<file path="src/rtl/core/slsc_pkg.sv">
`timescale 1ns / 1ps
// ----------------------------------------------------------------------------
// slsc_pkg: shared types and constants
// Request and result layouts and the character codes used by the line parser
// of the serial line display capture block.
// ----------------------------------------------------------------------------
package slsc_pkg;

	localparam logic [7:0] CHAR_CR = 8'd13;
	localparam logic [7:0] CHAR_LF = 8'd10;

	localparam logic OP_BYTE = 1'b0;
	localparam logic OP_SCAN = 1'b1;

	typedef struct packed {
		logic       op;
		logic [7:0] rx_byte;
	} item_t;

	typedef struct packed {
		logic       echo_valid;
		logic [7:0] echo_byte;
		logic       scan_valid;
		logic [1:0] digit_index;
		logic [7:0] digit_char;
	} result_t;

endpackage

</file>
<file path="src/rtl/core/slsc_channels.sv">
`timescale 1ns / 1ps
// ----------------------------------------------------------------------------
// slsc_channels: handshake channels
// Request channel (byte or scan tick) and result channel, each with valid,
// ready and the payload fields.
// ----------------------------------------------------------------------------
interface slsc_item_if;
	logic       valid;
	logic       ready;
	logic       op;
	logic [7:0] rx_byte;

	modport source (output valid, output op, output rx_byte, input ready);
	modport sink (input valid, input op, input rx_byte, output ready);
endinterface

interface slsc_result_if;
	logic       valid;
	logic       ready;
	logic       echo_valid;
	logic [7:0] echo_byte;
	logic       scan_valid;
	logic [1:0] digit_index;
	logic [7:0] digit_char;

	modport source (output valid, output echo_valid, output echo_byte,
		output scan_valid, output digit_index, output digit_char, input ready);
	modport sink (input valid, input echo_valid, input echo_byte,
		input scan_valid, input digit_index, input digit_char, output ready);
endinterface

</file>
<file path="src/rtl/core/serial_line_seven_segment_capture_top.sv">
`timescale 1ns / 1ps
// ----------------------------------------------------------------------------
// serial_line_seven_segment_capture_top: serial line capture for a display
// Stores the first characters of each received line in the digit buffer,
// echoes the rest, and reports one digit position per scan tick.
// ----------------------------------------------------------------------------
//  channel   direction   contents
//  item      in          op (byte or scan tick), rx_byte
//  result    out         echo_valid, echo_byte, scan_valid, digit_index,
//                        digit_char
//
// Every request gives exactly one result: it passes through the request
// register and then the result register.
// One request is taken per cycle while the result side does not stall; the
// parser state and buffer update as a request leaves the request register.
// Reset clears the parser phase, the buffer and the scan position.
// A stalled result holds the request register, which then refuses new ones.
// ----------------------------------------------------------------------------
module serial_line_seven_segment_capture_top #(
	parameter int DIGITS = 4
) (
	input logic          clk,
	input logic          arst_n,
	slsc_item_if.sink    item,
	slsc_result_if.source result
);
	import slsc_pkg::*;

	logic    valid_s1;
	item_t   item_s1;
	logic    adv;
	result_t res_d;
	result_t res_q;
	logic    out_valid_q;

	assign adv        = valid_s1 && (!out_valid_q || result.ready);
	assign item.ready = !valid_s1 || adv;

	always_ff @(posedge clk or negedge arst_n) begin
		if (!arst_n) begin
			valid_s1 <= 1'b0;
		end else if (item.ready) begin
			valid_s1 <= item.valid;
		end
	end

	always_ff @(posedge clk) begin
		if (item.ready && item.valid) begin
			item_s1.op      <= item.op;
			item_s1.rx_byte <= item.rx_byte;
		end
	end

	slsc_engine #(
		.DIGITS(DIGITS)
	) u_engine (
		.clk   (clk),
		.arst_n(arst_n),
		.en    (adv),
		.item  (item_s1),
		.res   (res_d)
	);

	always_ff @(posedge clk or negedge arst_n) begin
		if (!arst_n) begin
			out_valid_q <= 1'b0;
		end else if (!out_valid_q || result.ready) begin
			out_valid_q <= valid_s1;
		end
	end

	always_ff @(posedge clk) begin
		if (adv) begin
			res_q <= res_d;
		end
	end

	assign result.valid       = out_valid_q;
	assign result.echo_valid  = res_q.echo_valid;
	assign result.echo_byte   = res_q.echo_byte;
	assign result.scan_valid  = res_q.scan_valid;
	assign result.digit_index = res_q.digit_index;
	assign result.digit_char  = res_q.digit_char;

endmodule

</file>
<file path="src/rtl/core/slsc_engine.sv">
`timescale 1ns / 1ps
// ----------------------------------------------------------------------------
// slsc_engine: line parser, digit buffer and scan position
// Computes the result of one request and updates the parser state, the
// character buffer and the scan position when the request advances.
// ----------------------------------------------------------------------------
module slsc_engine #(
	parameter int DIGITS = 4
) (
	input  logic              clk,
	input  logic              arst_n,
	input  logic              en,
	input  slsc_pkg::item_t   item,
	output slsc_pkg::result_t res
);
	import slsc_pkg::*;

	localparam int PW = $clog2(DIGITS + 2);
	localparam int SW = $clog2(DIGITS);
	localparam logic [PW-1:0] PHASE_PASS = PW'(DIGITS);
	localparam logic [PW-1:0] PHASE_EOL  = PW'(DIGITS + 1);
	localparam logic [SW-1:0] LAST_POS   = SW'(DIGITS - 1);

	logic [PW-1:0] phase_q, phase_d;
	logic [SW-1:0] scan_pos_q, scan_pos_d;
	logic [7:0]    chars_q [DIGITS];
	logic          wr_en;
	logic [SW-1:0] wr_addr;
	logic          is_eol;

	assign is_eol = (item.rx_byte == CHAR_CR) || (item.rx_byte == CHAR_LF);

	always_comb begin
		phase_d    = phase_q;
		scan_pos_d = scan_pos_q;
		wr_en      = 1'b0;
		wr_addr    = '0;
		res        = '0;
		if (item.op == OP_SCAN) begin
			res.scan_valid  = 1'b1;
			res.digit_index = 2'(scan_pos_q);
			res.digit_char  = chars_q[scan_pos_q];
			scan_pos_d      = (scan_pos_q == LAST_POS) ? '0 : scan_pos_q + 1'b1;
		end else if (phase_q < PHASE_PASS) begin
			wr_en   = 1'b1;
			wr_addr = phase_q[SW-1:0];
			phase_d = phase_q + 1'b1;
		end else if (phase_q == PHASE_PASS) begin
			res.echo_valid = 1'b1;
			res.echo_byte  = item.rx_byte;
			if (is_eol) begin
				phase_d = PHASE_EOL;
			end
		end else begin
			// After the end of a line, only a non line-end byte opens a new line.
			if (is_eol) begin
				res.echo_valid = 1'b1;
				res.echo_byte  = item.rx_byte;
			end else begin
				wr_en   = 1'b1;
				wr_addr = '0;
				phase_d = PW'(1);
			end
		end
	end

	always_ff @(posedge clk or negedge arst_n) begin
		if (!arst_n) begin
			phase_q    <= '0;
			scan_pos_q <= '0;
			for (int i = 0; i < DIGITS; i++) begin
				chars_q[i] <= '0;
			end
		end else if (en) begin
			phase_q    <= phase_d;
			scan_pos_q <= scan_pos_d;
			if (wr_en) begin
				chars_q[wr_addr] <= item.rx_byte;
			end
		end
	end

endmodule

</file>
<file path="src/flat_wrapper.sv">
// flat-port wrapper written by rule: the top's interface ports become plain ports
module serial_line_seven_segment_capture_top_flat import slsc_pkg::*;
#(
	parameter int DIGITS = 4
)
  (clk, arst_n, item_valid, item_op, item_rx_byte, item_ready, result_valid, result_echo_valid, result_echo_byte, result_scan_valid, result_digit_index, result_digit_char, result_ready);
  slsc_item_if item_i ();
  slsc_result_if result_i ();
  input logic clk;
  input logic arst_n;
  input wire logic [$bits(item_i.valid)-1:0] item_valid;
  input wire logic [$bits(item_i.op)-1:0] item_op;
  input wire logic [$bits(item_i.rx_byte)-1:0] item_rx_byte;
  output wire logic [$bits(item_i.ready)-1:0] item_ready;
  output wire logic [$bits(result_i.valid)-1:0] result_valid;
  output wire logic [$bits(result_i.echo_valid)-1:0] result_echo_valid;
  output wire logic [$bits(result_i.echo_byte)-1:0] result_echo_byte;
  output wire logic [$bits(result_i.scan_valid)-1:0] result_scan_valid;
  output wire logic [$bits(result_i.digit_index)-1:0] result_digit_index;
  output wire logic [$bits(result_i.digit_char)-1:0] result_digit_char;
  input wire logic [$bits(result_i.ready)-1:0] result_ready;
  assign item_i.valid = item_valid;
  assign item_i.op = item_op;
  assign item_i.rx_byte = item_rx_byte;
  assign item_ready = item_i.ready;
  assign result_valid = result_i.valid;
  assign result_echo_valid = result_i.echo_valid;
  assign result_echo_byte = result_i.echo_byte;
  assign result_scan_valid = result_i.scan_valid;
  assign result_digit_index = result_i.digit_index;
  assign result_digit_char = result_i.digit_char;
  assign result_i.ready = result_ready;
  serial_line_seven_segment_capture_top #(.DIGITS(DIGITS)) u_core (.clk(clk), .arst_n(arst_n), .item(item_i), .result(result_i));
endmodule
</file>
<file path="config.mk">
export PLATFORM = sky130hd
export DESIGN_NAME = serial_line_seven_segment_capture_top_flat
export DESIGN_NICKNAME = d
export VERILOG_FILES = /design/src/rtl/core/slsc_pkg.sv /design/src/rtl/core/slsc_channels.sv /design/src/rtl/core/serial_line_seven_segment_capture_top.sv /design/src/rtl/core/slsc_engine.sv /design/src/flat_wrapper.sv
export SDC_FILE = /design/constraint.sdc
export NUM_CORES = 1
export LEC_CHECK = 0
export ABC_AREA = 1
export BUFFER_PORTS_ARGS = -buffer_cell sky130_fd_sc_hd__buf_2
export CAP_MARGIN = 20
export CORE_MARGIN = 3
export CORE_UTILIZATION = 30
export DETAILED_ROUTE_END_ITERATION = 6
export SLEW_MARGIN = 20
export SYNTH_ARGS = -nofsm -noshare
export SYNTH_HDL_FRONTEND = slang
export SYNTH_HIERARCHICAL = 1
export SYNTH_SLANG_ARGS = --single-unit
export TNS_END_PERCENT = 50
</file>
<file path="constraint.sdc">
create_clock -name clk -period 2.7 [get_ports clk]
set_input_delay 0.54 -clock clk [delete_from_list [all_inputs] [get_ports clk]]
set_output_delay 0.54 -clock clk [all_outputs]
set_load 0.02 [all_outputs]
</file>
==> results.cfg <==
[setup_path]
cp_slowest_stage_delay_ns = 0.56
crit_path_arrival_time_ns = 2.13
path_buf_inv = 1
worst-r2r-setup-slack_ns = 0.80
worst-r2r-cell-count = 6
critPathMaxFanout = 12
path_class = reg -> reg
rr_endpoint = u_core/u_engine/chars_q[10]
r2r_start = u_core/item_s1[8]
cp.required_ns = 2.93
worstSetupEndpointType = flop
critPathMostFrequentCell = sky130_fd_sc_hd__nand2_1
critPathTopFamily = simple AND/OR/NAND/NOR gates
critical_path.cell_chain = inv_2, nand3_2, nor2_4, nand4_2, nand2_1, nand2_1
worstSetupStartpointType = flop
slowest_stage = sky130_fd_sc_hd__edfxtp_1

[finish]
final_common_cell = sky130_fd_sc_hd__nand2_1
layout-area-overhead-vs-synth_pct = 13.3
design.final.nets = 380
multi_input_area_um2 = 1140
post_route_cells_drive_above_1_share = 0.198
regArea_um2 = 1850
mostFrequentLayoutCells = sky130_fd_sc_hd__nand2_1 (90), sky130_fd_sc_hd__nor2_1 (46), sky130_fd_sc_hd__dfrtp_1 (39)
antenna-diode-count = 0
finalNonFillerCells = 505
fillCellCount = 1063

[timing]
hold_viol_final = 0
finClkSkew_ns = 0.00914
rel_slew_slack = 0.430
setup_viol = 0
timing.fmax_ghz = 0.526
rsz0062_at_grt = false
fin_crit_share = 0.704
finalWorstPathRequiredPeriod_ns = 1.90
setup-tns-final_ns = 0
worst_pin_slew_ns = 0.855
final-max-slew-violation-count = 0

[route]
routed-via-count = 2446
drt_first_iter_violations = 226
routedWlPerCell_um = 14.5
drt_pre_antenna_iters = 5
vias_per_cell = 4.84
drt-total-wl_um = 7340
drc_errors = 0
final_antenna_net_count = 0

[synthesis]
ys_seq_elements = 68
postSynthCellCount = 330
synthAdderAreaFrac = 0.0118
synth_top_cells_by_area = sky130_fd_sc_hd__dfrtp_1 (31%), sky130_fd_sc_hd__edfxtp_1 (27%), sky130_fd_sc_hd__nand2_1 (11%)
netlist.area_leader.share = 0.306
synthesis.nets = 346
synthDominantAreaCellType = sky130_fd_sc_hd__dfrtp_1
ys_seq_area_frac = 0.579
simple_gate_share_of_the_synthesized_area = 0.302
yosys-mux-area-fraction = 0
synthDistinctLibCells = 25
yosys.area_share.xor_xnor = 0
area_fraction_in_compound_gates_after_synthesis = 0.0424
synth_top_family_by_area = simple AND/OR/NAND/NOR gates
synth-warning-count = 6
synth.avg_cell_area_um2 = 9.66
synth.cell_area_um2 = 3190

[placed_design]
dpl.cell_count = 489
port_buffer_cells = 34
dp.final_hpwl_um = 4890
place.gp.congestion = 0.812

[clock_network]
cts_root_buffer = sky130_fd_sc_hd__clkbuf_8
clkLatencyLatePin_ns = 0.35
ctsLongestPathBuffers = 2
htree_levels = 3
worst_setup_hold_path_clk_slew_ns = 0.08
cts_resized = 0
postCtsHoldBufs = 0
tritoncts = built
post_cts_buffers = 0
count_of_clock_tree_sinks = 68
tritoncts.num_buffers = 9

[die]
dieHeight_um = 109
die_area_um2 = 11900
core_area_um2 = 10300
boundary_pins = 35
initial_core_util = 0.309
core.rowCount = 37
die_x_um = 109

[global_routing]
grt_max_degree = 40
grt-ovfl-total = 0
number_of_global_route_vias_before_repair = 2359
grt_first_pass_wirelength_um = 12100
all_layer_gr_usage = 0.136
grt_antenna_before_repair = 0

[run]
cap_violations = 0

[power_and_ir_drop]
peakVddDrop_v = 0.000338
power_per_cell_area_nw_per_um2 = 933
cellLeakagePower_nw = 1.73

[run_status]
outcome = complete, no violations

[hold_path]
hold_class = in -> async
sequential cells by signal, indices dropped and copies added (netlist names):
| signal | count |
|---|---|
| u_core/u_engine/chars_q | 32 |
| u_core/item_s1 | 9 |
| u_core/result.valid | 1 |
| u_core/result.echo_valid | 1 |
| u_core/u_engine/scan_pos_q | 2 |
| u_core/result.digit_index | 2 |
| u_core/result.echo_byte | 8 |
| u_core/result.scan_valid | 1 |
| u_core/result.digit_char | 8 |
| u_core/valid_s1 | 1 |
| u_core/u_engine/phase_q | 3 |
cell type report:
| type | count | area share |
|---|---|---|
| clock buffers | 10 | 0.0353 |
| clock inverters | 6 | 0.00901 |
| inverters | 27 | 0.0281 |
| multi-input cells | 221 | 0.316 |
| flip-flops and latches | 68 | 0.511 |
| well taps | 136 | 0.0471 |
| repair buffers | 37 | 0.0534 |
where the power goes:
group / internal (mW) / switching, mW / total [mW]
clock network: 0.323 / 0.383 / 0.706
logic: 0.344 / 0.661 / 1.00
registers: 1.41 / 0.248 / 1.66
total: 2.08 / 1.29 / 3.37
stage by stage:
step           area [um^2]  hold WS [ns]  total power [mW]   util  setup WS (ns)
2_1_floorplan         3190         0.244              2.40      -         0.0200
5_1_grt               3610         0.343              3.63  0.350          0.599
6_report              3610         0.294              3.37  0.350          0.799
3_3_place_gp          3450         0.459              2.64  0.334          0.779
4_1_cts               3610         0.333              3.38  0.350          0.798
3_5_place_dp          3450         0.462              2.67  0.334          0.741
how the worst max path moves through the flow:
stage / from / endpoint / cells past startpoint
5_1_grt: u_core/item_s1[8] / u_core/u_engine/chars_q[15] / 6
6_report: u_core/item_s1[8] / u_core/u_engine/chars_q[10] / 6
2_1_floorplan: result_ready / u_core/u_engine/chars_q[6] / 8
3_5_place_dp: result_ready / u_core/u_engine/chars_q[13] / 8
3_3_place_gp: result_ready / u_core/u_engine/chars_q[12] / 8
4_1_cts: u_core/item_s1[8] / u_core/u_engine/chars_q[13] / 6
synthesized netlist by cell type:
library cell and number:
sky130_fd_sc_hd__a21oi_1 11, sky130_fd_sc_hd__buf_2 5, sky130_fd_sc_hd__buf_4 4, sky130_fd_sc_hd__buf_6 4, sky130_fd_sc_hd__clkbuf_1 1, sky130_fd_sc_hd__clkinv_1 1, sky130_fd_sc_hd__dfrtp_1 39, sky130_fd_sc_hd__edfxtp_1 29
sky130_fd_sc_hd__ha_1 3, sky130_fd_sc_hd__inv_1 21, sky130_fd_sc_hd__inv_2 5, sky130_fd_sc_hd__nand2_1 90, sky130_fd_sc_hd__nand2_2 2, sky130_fd_sc_hd__nand2_4 1, sky130_fd_sc_hd__nand2_8 1, sky130_fd_sc_hd__nand3_1 2
sky130_fd_sc_hd__nand3_2 2, sky130_fd_sc_hd__nand3_4 2, sky130_fd_sc_hd__nand4_1 36, sky130_fd_sc_hd__nand4_2 2, sky130_fd_sc_hd__nand4_4 2, sky130_fd_sc_hd__nor2_1 46, sky130_fd_sc_hd__nor2_2 1, sky130_fd_sc_hd__nor2_4 4
sky130_fd_sc_hd__o21ai_0 16
worst register-to-register path, cell delays in order (launching register included):
cell and delay (ns):
sky130_fd_sc_hd__edfxtp_1 0.56, sky130_fd_sc_hd__inv_2 0.32, sky130_fd_sc_hd__nand3_2 0.16, sky130_fd_sc_hd__nor2_4 0.25, sky130_fd_sc_hd__nand4_2 0.29, sky130_fd_sc_hd__nand2_1 0.14, sky130_fd_sc_hd__nand2_1 0.06
metal layers:
metal	GRT usage	share of wire
met5	0	0
met4	0.0523	0.020
met1	0.179	0.46
met3	0.0444	0.066
met2	0.208	0.46
cells by family after synthesis:
family	count (synthesis)
adders and majority gates	3
and+or+nand+nor	191
AOI/OAI and AO/OA	27
DFF	68
buffers and inverters	41
Note: power is estimated with default switching activity, not from simulation.
